==> src/rtl/zuc128_pkg.sv <==
// ZUC-128 shared package: S-boxes, D constants, command codes, controller
// types and the round helper functions. No dependencies.
`timescale 1ns / 1ps
`default_nettype none
package zuc128_pkg;

  localparam int unsigned NUM_CELLS   = 16;
  localparam int unsigned CELL_W      = 31;
  localparam int unsigned WORD_W      = 32;
  localparam int unsigned INIT_ROUNDS = 32;
  localparam int unsigned CNT_W       = $clog2(INIT_ROUNDS);
  localparam int unsigned CFG_W       = 64;
  localparam int unsigned CFG_ADDR_W  = 5;

  localparam logic [CELL_W-1:0] MASK31 = 31'h7FFF_FFFF;

  localparam logic CMD_RESTART = 1'b0;
  localparam logic CMD_DATA    = 1'b1;

  localparam logic [1:0] REG_KEY_HIGH = 2'd0;
  localparam logic [1:0] REG_KEY_LOW  = 2'd1;
  localparam logic [1:0] REG_IV_HIGH  = 2'd2;
  localparam logic [1:0] REG_IV_LOW   = 2'd3;

  typedef enum logic [1:0] {
    ST_IDLE,
    ST_INIT,
    ST_WORK
  } state_t;

  typedef struct packed {
    logic load;
    logic round_init;
    logic round_work;
    logic gen;
  } dp_cmd_t;

  localparam logic [14:0] DCONST [NUM_CELLS] = '{
    15'h44D7, 15'h26BC, 15'h626B, 15'h135E, 15'h5789, 15'h35E2, 15'h7135, 15'h09AF,
    15'h4D78, 15'h2F13, 15'h6BC4, 15'h1AF1, 15'h5E26, 15'h3C4D, 15'h789A, 15'h47AC
  };

  localparam logic [7:0] SBOX0 [256] = '{
    8'h3e,8'h72,8'h5b,8'h47,8'hca,8'he0,8'h00,8'h33,8'h04,8'hd1,8'h54,8'h98,8'h09,8'hb9,8'h6d,8'hcb,
    8'h7b,8'h1b,8'hf9,8'h32,8'haf,8'h9d,8'h6a,8'ha5,8'hb8,8'h2d,8'hfc,8'h1d,8'h08,8'h53,8'h03,8'h90,
    8'h4d,8'h4e,8'h84,8'h99,8'he4,8'hce,8'hd9,8'h91,8'hdd,8'hb6,8'h85,8'h48,8'h8b,8'h29,8'h6e,8'hac,
    8'hcd,8'hc1,8'hf8,8'h1e,8'h73,8'h43,8'h69,8'hc6,8'hb5,8'hbd,8'hfd,8'h39,8'h63,8'h20,8'hd4,8'h38,
    8'h76,8'h7d,8'hb2,8'ha7,8'hcf,8'hed,8'h57,8'hc5,8'hf3,8'h2c,8'hbb,8'h14,8'h21,8'h06,8'h55,8'h9b,
    8'he3,8'hef,8'h5e,8'h31,8'h4f,8'h7f,8'h5a,8'ha4,8'h0d,8'h82,8'h51,8'h49,8'h5f,8'hba,8'h58,8'h1c,
    8'h4a,8'h16,8'hd5,8'h17,8'ha8,8'h92,8'h24,8'h1f,8'h8c,8'hff,8'hd8,8'hae,8'h2e,8'h01,8'hd3,8'had,
    8'h3b,8'h4b,8'hda,8'h46,8'heb,8'hc9,8'hde,8'h9a,8'h8f,8'h87,8'hd7,8'h3a,8'h80,8'h6f,8'h2f,8'hc8,
    8'hb1,8'hb4,8'h37,8'hf7,8'h0a,8'h22,8'h13,8'h28,8'h7c,8'hcc,8'h3c,8'h89,8'hc7,8'hc3,8'h96,8'h56,
    8'h07,8'hbf,8'h7e,8'hf0,8'h0b,8'h2b,8'h97,8'h52,8'h35,8'h41,8'h79,8'h61,8'ha6,8'h4c,8'h10,8'hfe,
    8'hbc,8'h26,8'h95,8'h88,8'h8a,8'hb0,8'ha3,8'hfb,8'hc0,8'h18,8'h94,8'hf2,8'he1,8'he5,8'he9,8'h5d,
    8'hd0,8'hdc,8'h11,8'h66,8'h64,8'h5c,8'hec,8'h59,8'h42,8'h75,8'h12,8'hf5,8'h74,8'h9c,8'haa,8'h23,
    8'h0e,8'h86,8'hab,8'hbe,8'h2a,8'h02,8'he7,8'h67,8'he6,8'h44,8'ha2,8'h6c,8'hc2,8'h93,8'h9f,8'hf1,
    8'hf6,8'hfa,8'h36,8'hd2,8'h50,8'h68,8'h9e,8'h62,8'h71,8'h15,8'h3d,8'hd6,8'h40,8'hc4,8'he2,8'h0f,
    8'h8e,8'h83,8'h77,8'h6b,8'h25,8'h05,8'h3f,8'h0c,8'h30,8'hea,8'h70,8'hb7,8'ha1,8'he8,8'ha9,8'h65,
    8'h8d,8'h27,8'h1a,8'hdb,8'h81,8'hb3,8'ha0,8'hf4,8'h45,8'h7a,8'h19,8'hdf,8'hee,8'h78,8'h34,8'h60
  };

  localparam logic [7:0] SBOX1 [256] = '{
    8'h55,8'hc2,8'h63,8'h71,8'h3b,8'hc8,8'h47,8'h86,8'h9f,8'h3c,8'hda,8'h5b,8'h29,8'haa,8'hfd,8'h77,
    8'h8c,8'hc5,8'h94,8'h0c,8'ha6,8'h1a,8'h13,8'h00,8'he3,8'ha8,8'h16,8'h72,8'h40,8'hf9,8'hf8,8'h42,
    8'h44,8'h26,8'h68,8'h96,8'h81,8'hd9,8'h45,8'h3e,8'h10,8'h76,8'hc6,8'ha7,8'h8b,8'h39,8'h43,8'he1,
    8'h3a,8'hb5,8'h56,8'h2a,8'hc0,8'h6d,8'hb3,8'h05,8'h22,8'h66,8'hbf,8'hdc,8'h0b,8'hfa,8'h62,8'h48,
    8'hdd,8'h20,8'h11,8'h06,8'h36,8'hc9,8'hc1,8'hcf,8'hf6,8'h27,8'h52,8'hbb,8'h69,8'hf5,8'hd4,8'h87,
    8'h7f,8'h84,8'h4c,8'hd2,8'h9c,8'h57,8'ha4,8'hbc,8'h4f,8'h9a,8'hdf,8'hfe,8'hd6,8'h8d,8'h7a,8'heb,
    8'h2b,8'h53,8'hd8,8'h5c,8'ha1,8'h14,8'h17,8'hfb,8'h23,8'hd5,8'h7d,8'h30,8'h67,8'h73,8'h08,8'h09,
    8'hee,8'hb7,8'h70,8'h3f,8'h61,8'hb2,8'h19,8'h8e,8'h4e,8'he5,8'h4b,8'h93,8'h8f,8'h5d,8'hdb,8'ha9,
    8'had,8'hf1,8'hae,8'h2e,8'hcb,8'h0d,8'hfc,8'hf4,8'h2d,8'h46,8'h6e,8'h1d,8'h97,8'he8,8'hd1,8'he9,
    8'h4d,8'h37,8'ha5,8'h75,8'h5e,8'h83,8'h9e,8'hab,8'h82,8'h9d,8'hb9,8'h1c,8'he0,8'hcd,8'h49,8'h89,
    8'h01,8'hb6,8'hbd,8'h58,8'h24,8'ha2,8'h5f,8'h38,8'h78,8'h99,8'h15,8'h90,8'h50,8'hb8,8'h95,8'he4,
    8'hd0,8'h91,8'hc7,8'hce,8'hed,8'h0f,8'hb4,8'h6f,8'ha0,8'hcc,8'hf0,8'h02,8'h4a,8'h79,8'hc3,8'hde,
    8'ha3,8'hef,8'hea,8'h51,8'he6,8'h6b,8'h18,8'hec,8'h1b,8'h2c,8'h80,8'hf7,8'h74,8'he7,8'hff,8'h21,
    8'h5a,8'h6a,8'h54,8'h1e,8'h41,8'h31,8'h92,8'h35,8'hc4,8'h33,8'h07,8'h0a,8'hba,8'h7e,8'h0e,8'h34,
    8'h88,8'hb1,8'h98,8'h7c,8'hf3,8'h3d,8'h60,8'h6c,8'h7b,8'hca,8'hd3,8'h1f,8'h32,8'h65,8'h04,8'h28,
    8'h64,8'hbe,8'h85,8'h9b,8'h2f,8'h59,8'h8a,8'hd7,8'hb0,8'h25,8'hac,8'haf,8'h12,8'h03,8'he2,8'hf2
  };

  function automatic logic [WORD_W-1:0] rotl32(input logic [WORD_W-1:0] x,
                                               input int unsigned k);
    return (x << k) | (x >> (WORD_W - k));
  endfunction

  function automatic logic [CELL_W-1:0] rotl31(input logic [CELL_W-1:0] x,
                                               input int unsigned k);
    return (x << k) | (x >> (CELL_W - k));
  endfunction

  function automatic logic [CELL_W-1:0] mod_add(input logic [CELL_W-1:0] a,
                                                input logic [CELL_W-1:0] b);
    logic [CELL_W:0] c;
    c = {1'b0, a} + {1'b0, b};
    return c[CELL_W-1:0] + CELL_W'(c[CELL_W]);
  endfunction

  function automatic logic [WORD_W-1:0] lin1(input logic [WORD_W-1:0] x);
    return x ^ rotl32(x, 2) ^ rotl32(x, 10) ^ rotl32(x, 18) ^ rotl32(x, 24);
  endfunction

  function automatic logic [WORD_W-1:0] lin2(input logic [WORD_W-1:0] x);
    return x ^ rotl32(x, 8) ^ rotl32(x, 14) ^ rotl32(x, 22) ^ rotl32(x, 30);
  endfunction

  function automatic logic [WORD_W-1:0] sbox_layer(input logic [WORD_W-1:0] x);
    return {SBOX0[x[31:24]], SBOX1[x[23:16]], SBOX0[x[15:8]], SBOX1[x[7:0]]};
  endfunction

endpackage
`default_nettype wire

==> src/rtl/zuc128_in_if.sv <==
// Input channel of the ZUC-128 core: valid/ready plus command and data byte.
// Stand-alone interface, no dependencies.
`timescale 1ns / 1ps
`default_nettype none
interface zuc128_in_if;
  logic       valid;
  logic       ready;
  logic       command;
  logic [7:0] data_byte;

  modport source (output valid, output command, output data_byte, input ready);
  modport sink   (input valid, input command, input data_byte, output ready);
endinterface
`default_nettype wire

==> src/rtl/zuc128_out_if.sv <==
// Result channel of the ZUC-128 core: valid/ready plus the output byte.
// Stand-alone interface, no dependencies.
`timescale 1ns / 1ps
`default_nettype none
interface zuc128_out_if;
  logic       valid;
  logic       ready;
  logic [7:0] out_byte;

  modport source (output valid, output out_byte, input ready);
  modport sink   (input valid, input out_byte, output ready);
endinterface
`default_nettype wire

==> src/rtl/zuc128_ctrl.sv <==
// ZUC-128 controller: input/output handshake, restart sequencing
// (32 init rounds and one work round). Depends on zuc128_pkg.
`timescale 1ns / 1ps
`default_nettype none
module zuc128_ctrl (
  input  wire logic               clk,
  input  wire logic               rst_n,
  input  wire logic               in_valid,
  input  wire logic               in_command,
  output logic                    in_ready,
  output logic                    out_valid,
  input  wire logic               out_ready,
  output zuc128_pkg::dp_cmd_t     dp_cmd
);

  zuc128_pkg::state_t                state_r, state_nxt;
  logic [zuc128_pkg::CNT_W-1:0]      cnt_r, cnt_nxt;
  logic                              out_valid_r, out_valid_nxt;
  logic                              in_acc;

  assign in_ready  = (state_r == zuc128_pkg::ST_IDLE) && (!out_valid_r || out_ready);
  assign in_acc    = in_valid && in_ready;
  assign out_valid = out_valid_r;

  always_ff @(posedge clk) begin
    if (!rst_n) begin
      state_r     <= zuc128_pkg::ST_IDLE;
      cnt_r       <= '0;
      out_valid_r <= 1'b0;
    end else begin
      state_r     <= state_nxt;
      cnt_r       <= cnt_nxt;
      out_valid_r <= out_valid_nxt;
    end
  end

  always_comb begin
    state_nxt     = state_r;
    cnt_nxt       = cnt_r;
    out_valid_nxt = out_valid_r && !out_ready;
    dp_cmd        = '0;
    unique case (state_r)
      zuc128_pkg::ST_IDLE: begin
        if (in_acc) begin
          if (in_command == zuc128_pkg::CMD_RESTART) begin
            dp_cmd.load = 1'b1;
            cnt_nxt     = '0;
            state_nxt   = zuc128_pkg::ST_INIT;
          end else begin
            dp_cmd.gen    = 1'b1;
            out_valid_nxt = 1'b1;
          end
        end
      end
      zuc128_pkg::ST_INIT: begin
        dp_cmd.round_init = 1'b1;
        cnt_nxt           = cnt_r + 1'b1;
        if (cnt_r == zuc128_pkg::CNT_W'(zuc128_pkg::INIT_ROUNDS - 1)) begin
          state_nxt = zuc128_pkg::ST_WORK;
        end
      end
      zuc128_pkg::ST_WORK: begin
        dp_cmd.round_work = 1'b1;
        state_nxt         = zuc128_pkg::ST_IDLE;
      end
      default: begin
        state_nxt = zuc128_pkg::ST_IDLE;
      end
    endcase
  end

endmodule
`default_nettype wire

==> src/rtl/zuc128_dp.sv <==
// ZUC-128 datapath: LFSR cells, bit reorganization, nonlinear F, keystream
// word, byte position and output byte register. Depends on zuc128_pkg.
`timescale 1ns / 1ps
`default_nettype none
module zuc128_dp (
  input  wire logic                          clk,
  input  wire logic                          rst_n,
  input  wire zuc128_pkg::dp_cmd_t           dp_cmd,
  input  wire logic [zuc128_pkg::CFG_W-1:0]  key_high,
  input  wire logic [zuc128_pkg::CFG_W-1:0]  key_low,
  input  wire logic [zuc128_pkg::CFG_W-1:0]  iv_high,
  input  wire logic [zuc128_pkg::CFG_W-1:0]  iv_low,
  input  wire logic [7:0]                    data_byte,
  output logic [7:0]                         out_byte
);

  localparam int unsigned CW = zuc128_pkg::CELL_W;
  localparam int unsigned WW = zuc128_pkg::WORD_W;
  localparam int unsigned NC = zuc128_pkg::NUM_CELLS;

  logic [CW-1:0] lfsr_r [NC];
  logic [CW-1:0] lfsr_nxt [NC];
  logic [CW-1:0] load_cell [NC];
  logic [WW-1:0] r1_r, r1_nxt, r2_r, r2_nxt, ks_r, ks_nxt;
  logic [1:0]    pos_r, pos_nxt;
  logic [7:0]    out_byte_r, out_byte_nxt;

  logic [WW-1:0] x0, x1, x2, x3, w, w1, w2, ua, ub, r1_new, r2_new, ks_cur;
  logic [CW-1:0] extra, s0, s1, s2, fb, fb_fix;
  logic [1:0]    sel;
  logic          step;

  assign out_byte = out_byte_r;

  always_comb begin
    for (int i = 0; i < 8; i++) begin
      load_cell[i]     = {key_high[63-8*i -: 8], zuc128_pkg::DCONST[i],
                          iv_high[63-8*i -: 8]};
      load_cell[i + 8] = {key_low[63-8*i -: 8], zuc128_pkg::DCONST[i + 8],
                          iv_low[63-8*i -: 8]};
    end
  end

  // bit reorganization and F
  assign x0 = {lfsr_r[15][30:15], lfsr_r[14][15:0]};
  assign x1 = {lfsr_r[11][15:0], lfsr_r[9][30:15]};
  assign x2 = {lfsr_r[7][15:0], lfsr_r[5][30:15]};
  assign x3 = {lfsr_r[2][15:0], lfsr_r[0][30:15]};

  assign w      = (x0 ^ r1_r) + r2_r;
  assign w1     = r1_r + x1;
  assign w2     = r2_r ^ x2;
  assign ua     = {w1[15:0], w2[31:16]};
  assign ub     = {w2[15:0], w1[31:16]};
  assign r1_new = zuc128_pkg::sbox_layer(zuc128_pkg::lin1(ua));
  assign r2_new = zuc128_pkg::sbox_layer(zuc128_pkg::lin2(ub));

  // LFSR feedback, adder tree mod 2^31-1
  assign extra  = dp_cmd.round_init ? w[WW-1:1] : '0;
  assign s0     = zuc128_pkg::mod_add(lfsr_r[0], zuc128_pkg::rotl31(lfsr_r[0], 8));
  assign s1     = zuc128_pkg::mod_add(zuc128_pkg::rotl31(lfsr_r[4], 20),
                                      zuc128_pkg::rotl31(lfsr_r[10], 21));
  assign s2     = zuc128_pkg::mod_add(zuc128_pkg::rotl31(lfsr_r[13], 17),
                                      zuc128_pkg::rotl31(lfsr_r[15], 15));
  assign fb     = zuc128_pkg::mod_add(zuc128_pkg::mod_add(s0, s1),
                                      zuc128_pkg::mod_add(s2, extra));
  assign fb_fix = (fb == '0) ? zuc128_pkg::MASK31 : fb;

  assign step   = dp_cmd.round_init || dp_cmd.round_work || (dp_cmd.gen && (pos_r == 2'd0));
  assign ks_cur = (pos_r == 2'd0) ? (w ^ x3) : ks_r;
  assign sel    = 2'd3 - pos_r;

  always_comb begin
    lfsr_nxt     = lfsr_r;
    r1_nxt       = r1_r;
    r2_nxt       = r2_r;
    ks_nxt       = ks_r;
    pos_nxt      = pos_r;
    out_byte_nxt = out_byte_r;
    priority if (dp_cmd.load) begin
      lfsr_nxt = load_cell;
      r1_nxt   = '0;
      r2_nxt   = '0;
      ks_nxt   = '0;
      pos_nxt  = '0;
    end else if (step) begin
      for (int i = 0; i < NC - 1; i++) begin
        lfsr_nxt[i] = lfsr_r[i + 1];
      end
      lfsr_nxt[NC-1] = fb_fix;
      r1_nxt         = r1_new;
      r2_nxt         = r2_new;
      if (dp_cmd.gen) begin
        ks_nxt = ks_cur;
      end
    end
    if (dp_cmd.gen) begin
      pos_nxt      = pos_r + 2'd1;
      out_byte_nxt = data_byte ^ 8'(ks_cur >> {sel, 3'b000});
    end
  end

  always_ff @(posedge clk) begin
    if (!rst_n) begin
      for (int i = 0; i < NC; i++) begin
        lfsr_r[i] <= '0;
      end
      r1_r  <= '0;
      r2_r  <= '0;
      ks_r  <= '0;
      pos_r <= '0;
    end else begin
      lfsr_r <= lfsr_nxt;
      r1_r   <= r1_nxt;
      r2_r   <= r2_nxt;
      ks_r   <= ks_nxt;
      pos_r  <= pos_nxt;
    end
  end

  always_ff @(posedge clk) begin
    out_byte_r <= out_byte_nxt;
  end

endmodule
`default_nettype wire

==> src/rtl/zuc128_stream_cipher_core.sv <==
// ZUC-128 stream cipher top level: APB-style key/IV registers, controller and
// datapath. Depends on zuc128_pkg, zuc128_in_if, zuc128_out_if, zuc128_ctrl, zuc128_dp.
//
// A data item (command 1) is taken every cycle while the output register is
// free or being drained; its result byte appears in the cycle after acceptance.
// A restart item (command 0) occupies the single LFSR/F round unit with a load,
// 32 initialization rounds and one discarded work round; in_ch.ready is low
// during the rounds. Key and IV are sampled at the restart.
// Registers are 64 bits at byte addresses 0, 8, 16, 24 (key high/low, IV
// high/low); paddr[2:0] is not decoded.
`timescale 1ns / 1ps
`default_nettype none
module zuc128_stream_cipher_core (
  input  wire logic                               clk,
  input  wire logic                               rst_n,
  zuc128_in_if.sink                               in_ch,
  zuc128_out_if.source                            out_ch,
  input  wire logic                               psel,
  input  wire logic                               penable,
  input  wire logic                               pwrite,
  input  wire logic [zuc128_pkg::CFG_ADDR_W-1:0]  paddr,
  input  wire logic [zuc128_pkg::CFG_W-1:0]       pwdata,
  output logic [zuc128_pkg::CFG_W-1:0]            prdata,
  output logic                                    pready
);

  logic [zuc128_pkg::CFG_W-1:0] key_high_r, key_low_r, iv_high_r, iv_low_r;
  logic [1:0]                   reg_idx;
  logic                         cfg_wr;
  zuc128_pkg::dp_cmd_t          dp_cmd;

  assign pready  = 1'b1;
  assign reg_idx = paddr[zuc128_pkg::CFG_ADDR_W-1:3];
  assign cfg_wr  = psel && penable && pwrite && pready;

  always_ff @(posedge clk) begin
    if (!rst_n) begin
      key_high_r <= '0;
      key_low_r  <= '0;
      iv_high_r  <= '0;
      iv_low_r   <= '0;
    end else if (cfg_wr) begin
      unique case (reg_idx)
        zuc128_pkg::REG_KEY_HIGH: key_high_r <= pwdata;
        zuc128_pkg::REG_KEY_LOW:  key_low_r  <= pwdata;
        zuc128_pkg::REG_IV_HIGH:  iv_high_r  <= pwdata;
        zuc128_pkg::REG_IV_LOW:   iv_low_r   <= pwdata;
        default: ;
      endcase
    end
  end

  always_comb begin
    unique case (reg_idx)
      zuc128_pkg::REG_KEY_HIGH: prdata = key_high_r;
      zuc128_pkg::REG_KEY_LOW:  prdata = key_low_r;
      zuc128_pkg::REG_IV_HIGH:  prdata = iv_high_r;
      zuc128_pkg::REG_IV_LOW:   prdata = iv_low_r;
      default:                  prdata = '0;
    endcase
  end

  zuc128_ctrl u_ctrl (
    .clk        (clk),
    .rst_n      (rst_n),
    .in_valid   (in_ch.valid),
    .in_command (in_ch.command),
    .in_ready   (in_ch.ready),
    .out_valid  (out_ch.valid),
    .out_ready  (out_ch.ready),
    .dp_cmd     (dp_cmd)
  );

  zuc128_dp u_dp (
    .clk       (clk),
    .rst_n     (rst_n),
    .dp_cmd    (dp_cmd),
    .key_high  (key_high_r),
    .key_low   (key_low_r),
    .iv_high   (iv_high_r),
    .iv_low    (iv_low_r),
    .data_byte (in_ch.data_byte),
    .out_byte  (out_ch.out_byte)
  );

endmodule
`default_nettype wire

==> src/flat_wrapper.sv <==
// flat-port wrapper written by rule: the top's interface ports become plain ports
module zuc128_stream_cipher_core_flat 
  (clk, rst_n, psel, penable, pwrite, paddr, pwdata, prdata, pready, in_ch_valid, in_ch_command, in_ch_data_byte, in_ch_ready, out_ch_valid, out_ch_out_byte, out_ch_ready);
  zuc128_in_if in_ch_i ();
  zuc128_out_if out_ch_i ();
  input  wire logic clk;
  input  wire logic rst_n;
  input  wire logic psel;
  input  wire logic penable;
  input  wire logic pwrite;
  input  wire logic [zuc128_pkg::CFG_ADDR_W-1:0] paddr;
  input  wire logic [zuc128_pkg::CFG_W-1:0] pwdata;
  output logic [zuc128_pkg::CFG_W-1:0] prdata;
  output logic pready;
  input wire logic [$bits(in_ch_i.valid)-1:0] in_ch_valid;
  input wire logic [$bits(in_ch_i.command)-1:0] in_ch_command;
  input wire logic [$bits(in_ch_i.data_byte)-1:0] in_ch_data_byte;
  output wire logic [$bits(in_ch_i.ready)-1:0] in_ch_ready;
  output wire logic [$bits(out_ch_i.valid)-1:0] out_ch_valid;
  output wire logic [$bits(out_ch_i.out_byte)-1:0] out_ch_out_byte;
  input wire logic [$bits(out_ch_i.ready)-1:0] out_ch_ready;
  assign in_ch_i.valid = in_ch_valid;
  assign in_ch_i.command = in_ch_command;
  assign in_ch_i.data_byte = in_ch_data_byte;
  assign in_ch_ready = in_ch_i.ready;
  assign out_ch_valid = out_ch_i.valid;
  assign out_ch_out_byte = out_ch_i.out_byte;
  assign out_ch_i.ready = out_ch_ready;
  zuc128_stream_cipher_core u_core (.clk(clk), .rst_n(rst_n), .in_ch(in_ch_i), .out_ch(out_ch_i), .psel(psel), .penable(penable), .pwrite(pwrite), .paddr(paddr), .pwdata(pwdata), .prdata(prdata), .pready(pready));
endmodule
==> config.mk <==
export PLATFORM = sky130hd
export DESIGN_NAME = zuc128_stream_cipher_core_flat
export DESIGN_NICKNAME = d
export VERILOG_FILES = /design/src/rtl/zuc128_pkg.sv /design/src/rtl/zuc128_in_if.sv /design/src/rtl/zuc128_out_if.sv /design/src/rtl/zuc128_ctrl.sv /design/src/rtl/zuc128_dp.sv /design/src/rtl/zuc128_stream_cipher_core.sv /design/src/flat_wrapper.sv
export SDC_FILE = /design/constraint.sdc
export NUM_CORES = 2
export LEC_CHECK = 0
export BUFFER_PORTS_ARGS = -buffer_cell sky130_fd_sc_hd__buf_2
export CAP_MARGIN = 20
export CELL_PAD_IN_SITES_DETAIL_PLACEMENT = 0
export CELL_PAD_IN_SITES_GLOBAL_PLACEMENT = 1
export CORE_MARGIN = 3
export CORE_UTILIZATION = 45
export DETAILED_ROUTE_END_ITERATION = 12
export PLACE_DENSITY = 0.88
export RECOVER_POWER = 25
export SLEW_MARGIN = 10
export SYNTH_ARGS = -nofsm -noshare
export SYNTH_HDL_FRONTEND = slang
export SYNTH_HIERARCHICAL = 1
export SYNTH_SLANG_ARGS = --single-unit
==> constraint.sdc <==
create_clock -name clk -period 14.29 [get_ports clk]
set_input_delay 0.7145 -clock clk [delete_from_list [all_inputs] [get_ports clk]]
set_output_delay 0.7145 -clock clk [all_outputs]
set_load 0.01 [all_outputs]
=== Word-level counts from Yosys, hierarchy flattened ===
Memories as Yosys holds them, arrays and structs flattened. A register that Yosys moved wholly into a read port is not among the register bits.
Index checks and enable logic that the tools add are counted.
W data, S select, Z words.

* Register bits after elaboration: 802
* Memories kept: 8
* Memory bits (read-only): 16384
* Input bits: 85
* Bits in latches: 0
* Memory bits (writable): 0

* Muxes and demuxes: 26
* Reductions and logical operators: 26
* Div/mod/pow operators: 0
* Equality and inequality tests: 9
* Bitwise logic cells: 34
* Magnitude comparators: 0
* Add/sub/neg operators: 17
* Shift operators: 1
* $mul: 0

{| class="wikitable"
|+ Memory list
! memory !! depth !! width !! rd ports !! clocked after memory_dff !! wr ports !! line !! source
|-
| (name not given) || 256 || 8 || 1 || 1 || 0 || zuc128_pkg.sv:107 || <nowiki>return {SBOX0[x[31:24]], SBOX1[x[23:16]], SBOX0[x[15:8]], SBOX1[x[7:0]]};</nowiki>
|-
| (name not given) || 256 || 8 || 1 || 1 || 0 || zuc128_pkg.sv:107 ||
|-
| (name not given) || 256 || 8 || 1 || 1 || 0 || zuc128_pkg.sv:107 ||
|-
| (name not given) || 256 || 8 || 1 || 1 || 0 || zuc128_pkg.sv:107 ||
|-
| (name not given) || 256 || 8 || 1 || 1 || 0 || zuc128_pkg.sv:107 ||
|-
| (name not given) || 256 || 8 || 1 || 1 || 0 || zuc128_pkg.sv:107 ||
|-
| 2 more memories || n/a || n/a || n/a || n/a || n/a || n/a ||
|}

{| class="wikitable"
|+ Operators by type and width
! kind !! count
|-
| $mux W496 || 2
|-
| $xor A32 B32 Y32 || 11
|-
| $pmux W64 S4 || 1
|-
| $add A31 B31 Y32 || 6
|-
| $add A31 B1 Y31 || 6
|-
| $not A8 Y9 || 8
|-
| $add A32 B32 Y32 || 2
|-
| $mux W31 || 2
|-
| $mux W32 || 1
|-
| $or A32 B10 Y32 || 1
|-
| $or A32 B14 Y32 || 1
|-
| $or A32 B18 Y32 || 1
|-
| $or A32 B2 Y32 || 1
|-
| $or A32 B22 Y32 || 1
|-
| $or A32 B24 Y32 || 1
|-
| $or A32 B30 Y32 || 1
|-
| $or A32 B8 Y32 || 1
|-
| $shr A32 B5 Y8 || 1
|-
| $logic_not A31 Y1 || 1
|-
| $or A31 B15 Y31 || 1
|-
| $or A31 B17 Y31 || 1
|-
| $or A31 B20 Y31 || 1
|-
| $or A31 B21 Y31 || 1
|-
| $or A31 B8 Y31 || 1
|-
| other kinds (22) || 59
|}

=== Logic depth before layout (Yosys ltp) ===
* Word-level depth: 11
* Mapped depth: 72
* Mapped depth without buffers: 68

=== Modules after synthesis ===
The synthesis kept the hierarchy.

{| class="wikitable"
|+ By module, submodules not included
! module !! sequential area each (µm²) !! area each (µm²) !! cells each !! instances
|-
| zuc128_dp || 12131.6 || 70617.7 || 10499 || 1
|-
| zuc128_stream_cipher_core || 5124.9 || 10830.4 || 982 || 1
|-
| zuc128_ctrl || 160.2 || 460.4 || 53 || 1
|}

=== Worst setup path before layout ===
No wires, ideal clock.

* Path kind: reg2reg
* Start: reg u_core/u_dp/lfsr_r[27] in the netlist's numbering
* End: reg u_core/u_dp/lfsr_r[0] in the netlist's numbering
* Clock period less this slack: 13.138 ns
* Data required time: 14.220 ns
* Arrival time: 13.068 ns
* Slack: 1.152 ns
* Stages on the path, launching flop included: 69
* Path through: dfxtp_1 -> ha_1 -> clkbuf_1 -> a21oi_1 -> o21bai_1 -> a21o_1 -> a2111oi_0 -> o21ai_0 -> a22oi_1 -> o21a_1 -> a21oi_1 -> a21o_1 -> a21oi_1 -> o21bai_1 -> a21o_1 -> ha_1 -> and3_1 -> nand4_1 -> [... 33 more ...] -> o21bai_1 -> a21o_1 -> ha_1 -> ha_1 -> nand2_1 -> nor3_1 -> o211ai_1 -> a2111o_1 -> or4_1 -> nor3_2 -> and3_1 -> clkbuf_1 -> and2_1 -> a31o_1 -> nand4_1 -> and2b_1 -> buf_2 -> a21oi_1

* Word-level cells in the longest chain between the ends: 11
* Elaborated cells on any way between the ends: 14
* Those cells by class: add/sub (7); mux (4); bitwise (2); reduce/logical (1)

{| class="wikitable"
|+ Ends and longest elaborated chain
! what !! line !! source
|-
| from (decl) || zuc128_dp.sv:21 || <nowiki>logic [CW-1:0] lfsr_r [NC];</nowiki>
|-
| from (signal assigned) || zuc128_dp.sv:113 || <nowiki>lfsr_r <= lfsr_nxt;</nowiki>
|-
| $or A31 B15 Y31 or $xor A32 B32 Y32 (tied branches) || zuc128_pkg.sv:88, zuc128_dp.sv:50 ||
|-
| $add A31 B31 Y32 or $add A32 B32 Y32 (tied branches) || zuc128_pkg.sv:94, zuc128_dp.sv:50 ||
|-
| $add A31 B1 Y31 or $mux W31 (tied branches) || zuc128_pkg.sv:95, zuc128_dp.sv:59 ||
|-
| $add A31 B31 Y32 * || zuc128_pkg.sv:94 || <nowiki>c = {1'b0, a} + {1'b0, b};</nowiki>
|-
| $add A31 B1 Y31 * || zuc128_pkg.sv:95 || <nowiki>return c[CELL_W-1:0] + CELL_W'(c[CELL_W]);</nowiki>
|-
| $add A31 B31 Y32 * || zuc128_pkg.sv:94 ||
|-
| $add A31 B1 Y31 * || zuc128_pkg.sv:95 ||
|-
| $logic_not A31 Y1 || zuc128_dp.sv:67 || <nowiki>assign fb_fix = (fb == '0) ? zuc128_pkg::MASK31 : fb;</nowiki>
|-
| $mux W31 * || zuc128_dp.sv:67 ||
|-
| $mux W496 * || zuc128_dp.sv:86 || <nowiki>end else if (step) begin</nowiki>
|-
| $mux W496 * || zuc128_dp.sv:80 || <nowiki>priority if (dp_cmd.load) begin</nowiki>
|}

Mark *: on every way between the ends. The rest lies on a longest branch, timed or not. The select of a mux whose other input is x is not followed.
A chain may end at the register's enable or synchronous reset.

=== Worst setup path after layout ===
* Start: reg u_core/u_dp/lfsr_r[17] in the netlist's numbering
* End: reg u_core/u_dp/lfsr_r[22] in the netlist's numbering

The elaborated chain is that of the path after synthesis.

==> results.sh <==
export IMPL_run_status="finished, violations left"
export IMPL_violations="capacitance limit, slew limit"
export IMPL_synth_async_reset_ratio_pct=0
export IMPL_cp_max_fo=8
export IMPL_synth_top_area_cell="dfxtp_1"
export IMPL_synth_top_cell_area_share_pct=21.0
export IMPL_grt_pass1_wl_um=567000
export IMPL_tightestPinTransition_ns=4.80
export IMPL_drtAntennaViolNets=0
export IMPL_grt_antenna_before_repair=10
export IMPL_cp_data_arrival_time_ns=14.17
export IMPL_initial_core_util_pct=45.6
export IMPL_place_congestion=1.02
export IMPL_syn_nets=12000
export IMPL_criticalPathCategory="flop to flop"
export IMPL_rows=155
export IMPL_port_buffers=155
export IMPL_clk_path_buf_depth=3
export IMPL_drive_gt1_share_pct=8.56
export IMPL_wl_per_cell_um=28.4
export IMPL_avgSynthCellArea_um2=7.10
export IMPL_cts_inserted_buffers=98
export IMPL_grt_ovfl_total=0
export IMPL_fin_area_mm2=0.0894
export IMPL_finalCriticalPeriod_ns=13.53
export IMPL_ys_types=125
export IMPL_dpl_cell_area_mm2=0.0858
export IMPL_dr_pass1_iters=10
export IMPL_grt_pass1_vias=83900
export IMPL_yosysWarnings=6
export IMPL_required_ns=14.93
export IMPL_timing_fmax_mhz=73.9
export IMPL_clockRootBuffer="clkbuf_16"
export IMPL_worstSetupStartpointType="flop"
export IMPL_path_clk_slew_ns=0.06
export IMPL_cts_tree="yes"
export IMPL_routed_wl_um=389000
export IMPL_vias_per_cell=6.80
export IMPL_drt_iter0_drc=15300
export IMPL_drcViolationCount=0
export IMPL_die_area_mm2=0.187
export IMPL_slowest_stage="or4b_4"
export IMPL_yosysMostFrequentCell="nand2_1"
export IMPL_die_w_um=433
export IMPL_synth_area_mm2=0.0819
export IMPL_worstHoldPathType="primary input to flop"
export IMPL_die_height_um=433
export IMPL_relSlewSlack_pct=-220
export IMPL_ys_top_cells_by_count="nand2_1 (1868), a21oi_1 (1286), nor2_1 (1095), dfxtp_1 (858), clkbuf_1 (732)"
export IMPL_fin_hold_ws_ns=0.260
export IMPL_synthToLayoutAreaGrowth_pct=9.10
export IMPL_fin_skew_ns=0.0867
export IMPL_synth_edff_count=8
export IMPL_vias=93300
export IMPL_ys_seq_area_share_pct=21.3
export IMPL_hold_violations=0
export IMPL_cts_hold_buf=0
export IMPL_clkLatencyLatePin_ns=0.79
export IMPL_grt_usage_pct=39.5
export IMPL_critPathCaptureType="flop"
export IMPL_finalSetupViolCount=0
export IMPL_max_stage_delay_ns=0.61
export IMPL_maxCapViolCount=11
export IMPL_grt_max_degree=225
export IMPL_cts_htree_levels=3
export IMPL_maxSlewViolCount=406
export IMPL_nets=11800
export IMPL_timing_final_crit_share_pct=94.7
export IMPL_ys_seq_elements=866
export IMPL_synth_cells=11500
export IMPL_dp_hpwl_um=280000
export IMPL_cts_sinks=866
export IMPL_pin_count=160
export IMPL_yosys_most_used_dff="dfxtp_1"
export IMPL_core_area_mm2=0.180
export IMPL_finalSetupTns_ns=0
export IMPL_synth_area_top_cells="dfxtp_1 (21%), nand2_1 (8.6%), a21oi_1 (7.9%), ha_1 (6.2%), nor2_1 (5.0%)"
==> final timing paths <==
check,slack [ns],startpoint,to,cells past startpoint
worst min-delay path,0.26,pwdata[18],u_core/key_low_r[18],3
worst min register to register,0.45,u_core/u_dp/lfsr_r[270],u_core/u_dp/lfsr_r[270],2
worst max-delay path,0.76,u_core/u_dp/lfsr_r[17],u_core/u_dp/lfsr_r[22],72
worst max register to register,0.76,u_core/u_dp/lfsr_r[17],u_core/u_dp/lfsr_r[22],72
==> state kept, by name, indices dropped and copies added (netlist names) <==
name	cells
u_core/u_dp/lfsr_r	496
u_core/u_ctrl/state_r	2
u_core/u_dp/pos_r	2
u_core/key_low_r	64
u_core/u_dp/out_byte	8
u_core/u_ctrl/out_valid	1
u_core/iv_high_r	64
u_core/u_dp/r1_r	32
u_core/iv_low_r	64
u_core/key_high_r	64
u_core/u_dp/r2_r	32
u_core/u_ctrl/cnt_r	5
u_core/u_dp/ks_r	32
==> worst max-delay path: cells and delay by family (launching register included) <==
kind,cells,cell delay (ns)
compound gates,32,5.34
xor+xnor,2,0.26
fa+ha+maj,7,1.66
buf+inv,7,1.10
flops,1,0.32
mux,1,0.14
simple gates,23,4.62
==> repair_timing <==
item	CTS	global route
hold endpoints to repair	0	0
endpoints found under the setup margin	0	31
setup buffers	0	2
resized for setup	0	43
==> logic make-up (layout without fill, tap and decap cells) <==
kind of cell             Yosys count  after routing  share of synthesized area [%]
flip-flops                       866            866                           21.3
buffers and inverters           1107            925                           5.48
adder cells (fa/ha/maj)          417            417                           6.44
XOR/XNOR                         720            720                           8.37
multiplexers                     366            366                           5.60
AO/OA/AOI/OAI                   3723           3723                           29.3
other                              1             10                        0.00458
AND/OR/NAND/NOR                 4334           4334                           23.6
==> layout make-up <==
cell class	instances	area [µm²]
Antenna cell	9	22.5
Multi-Input combinational cell	9561	60800
Inverter	146	549
Clock inverter	51	721
Clock buffer	128	2730
Tap cell	2355	2950
Sequential cell	866	17400
Timing Repair Buffer	600	4140
Fill cell	18000	90200
==> metal layers <==
metal / part of all wire [%] / track usage [%] / wire [µm]
met1: 41 / 55.6 / 161000
met2: 42 / 58.3 / 163000
met3: 12 / 8.08 / 45600
met4: 5.0 / 16.4 / 19600
met5: 0.011 / 0 / 42
==> layout by cell type (no fill, tap or decap), types with 70 or more instances in the layout <==
cell type,n
nand2_1,1867
a21oi_1,1283
nor2_1,1092
dfxtp_1,858
o21ai_0,617
buf_4,431
xnor2_1,416
ha_1,408
nand3_1,295
mux2i_1,287
nor2b_1,266
nor3_1,231
xor2_1,207
a31oi_1,189
o21a_1,180
a211oi_1,171
o211ai_1,167
a21o_1,137
inv_1,126
buf_2,108
clkbuf_16,99
o311ai_0,99
nand4_1,95
nand2b_1,86
a311oi_1,81
and2_1,80
o22ai_1,74
mux4_2,73
and3_1,70
==> through the flow <==
stage	instances	util [%]	worst slack, ns
2_1_floorplan	11500	-	1.15
3_3_place_gp	13500	47.8	0.293
3_5_place_dp	13500	47.8	0.202
4_1_cts	13700	49.7	0.102
5_1_grt	13700	49.7	-0.0821
6_report	13700	49.8	0.762
Power is left out: the tool's default activity adds up to more than one toggle a clock period on the data nets, which glitch-free logic cannot reach.
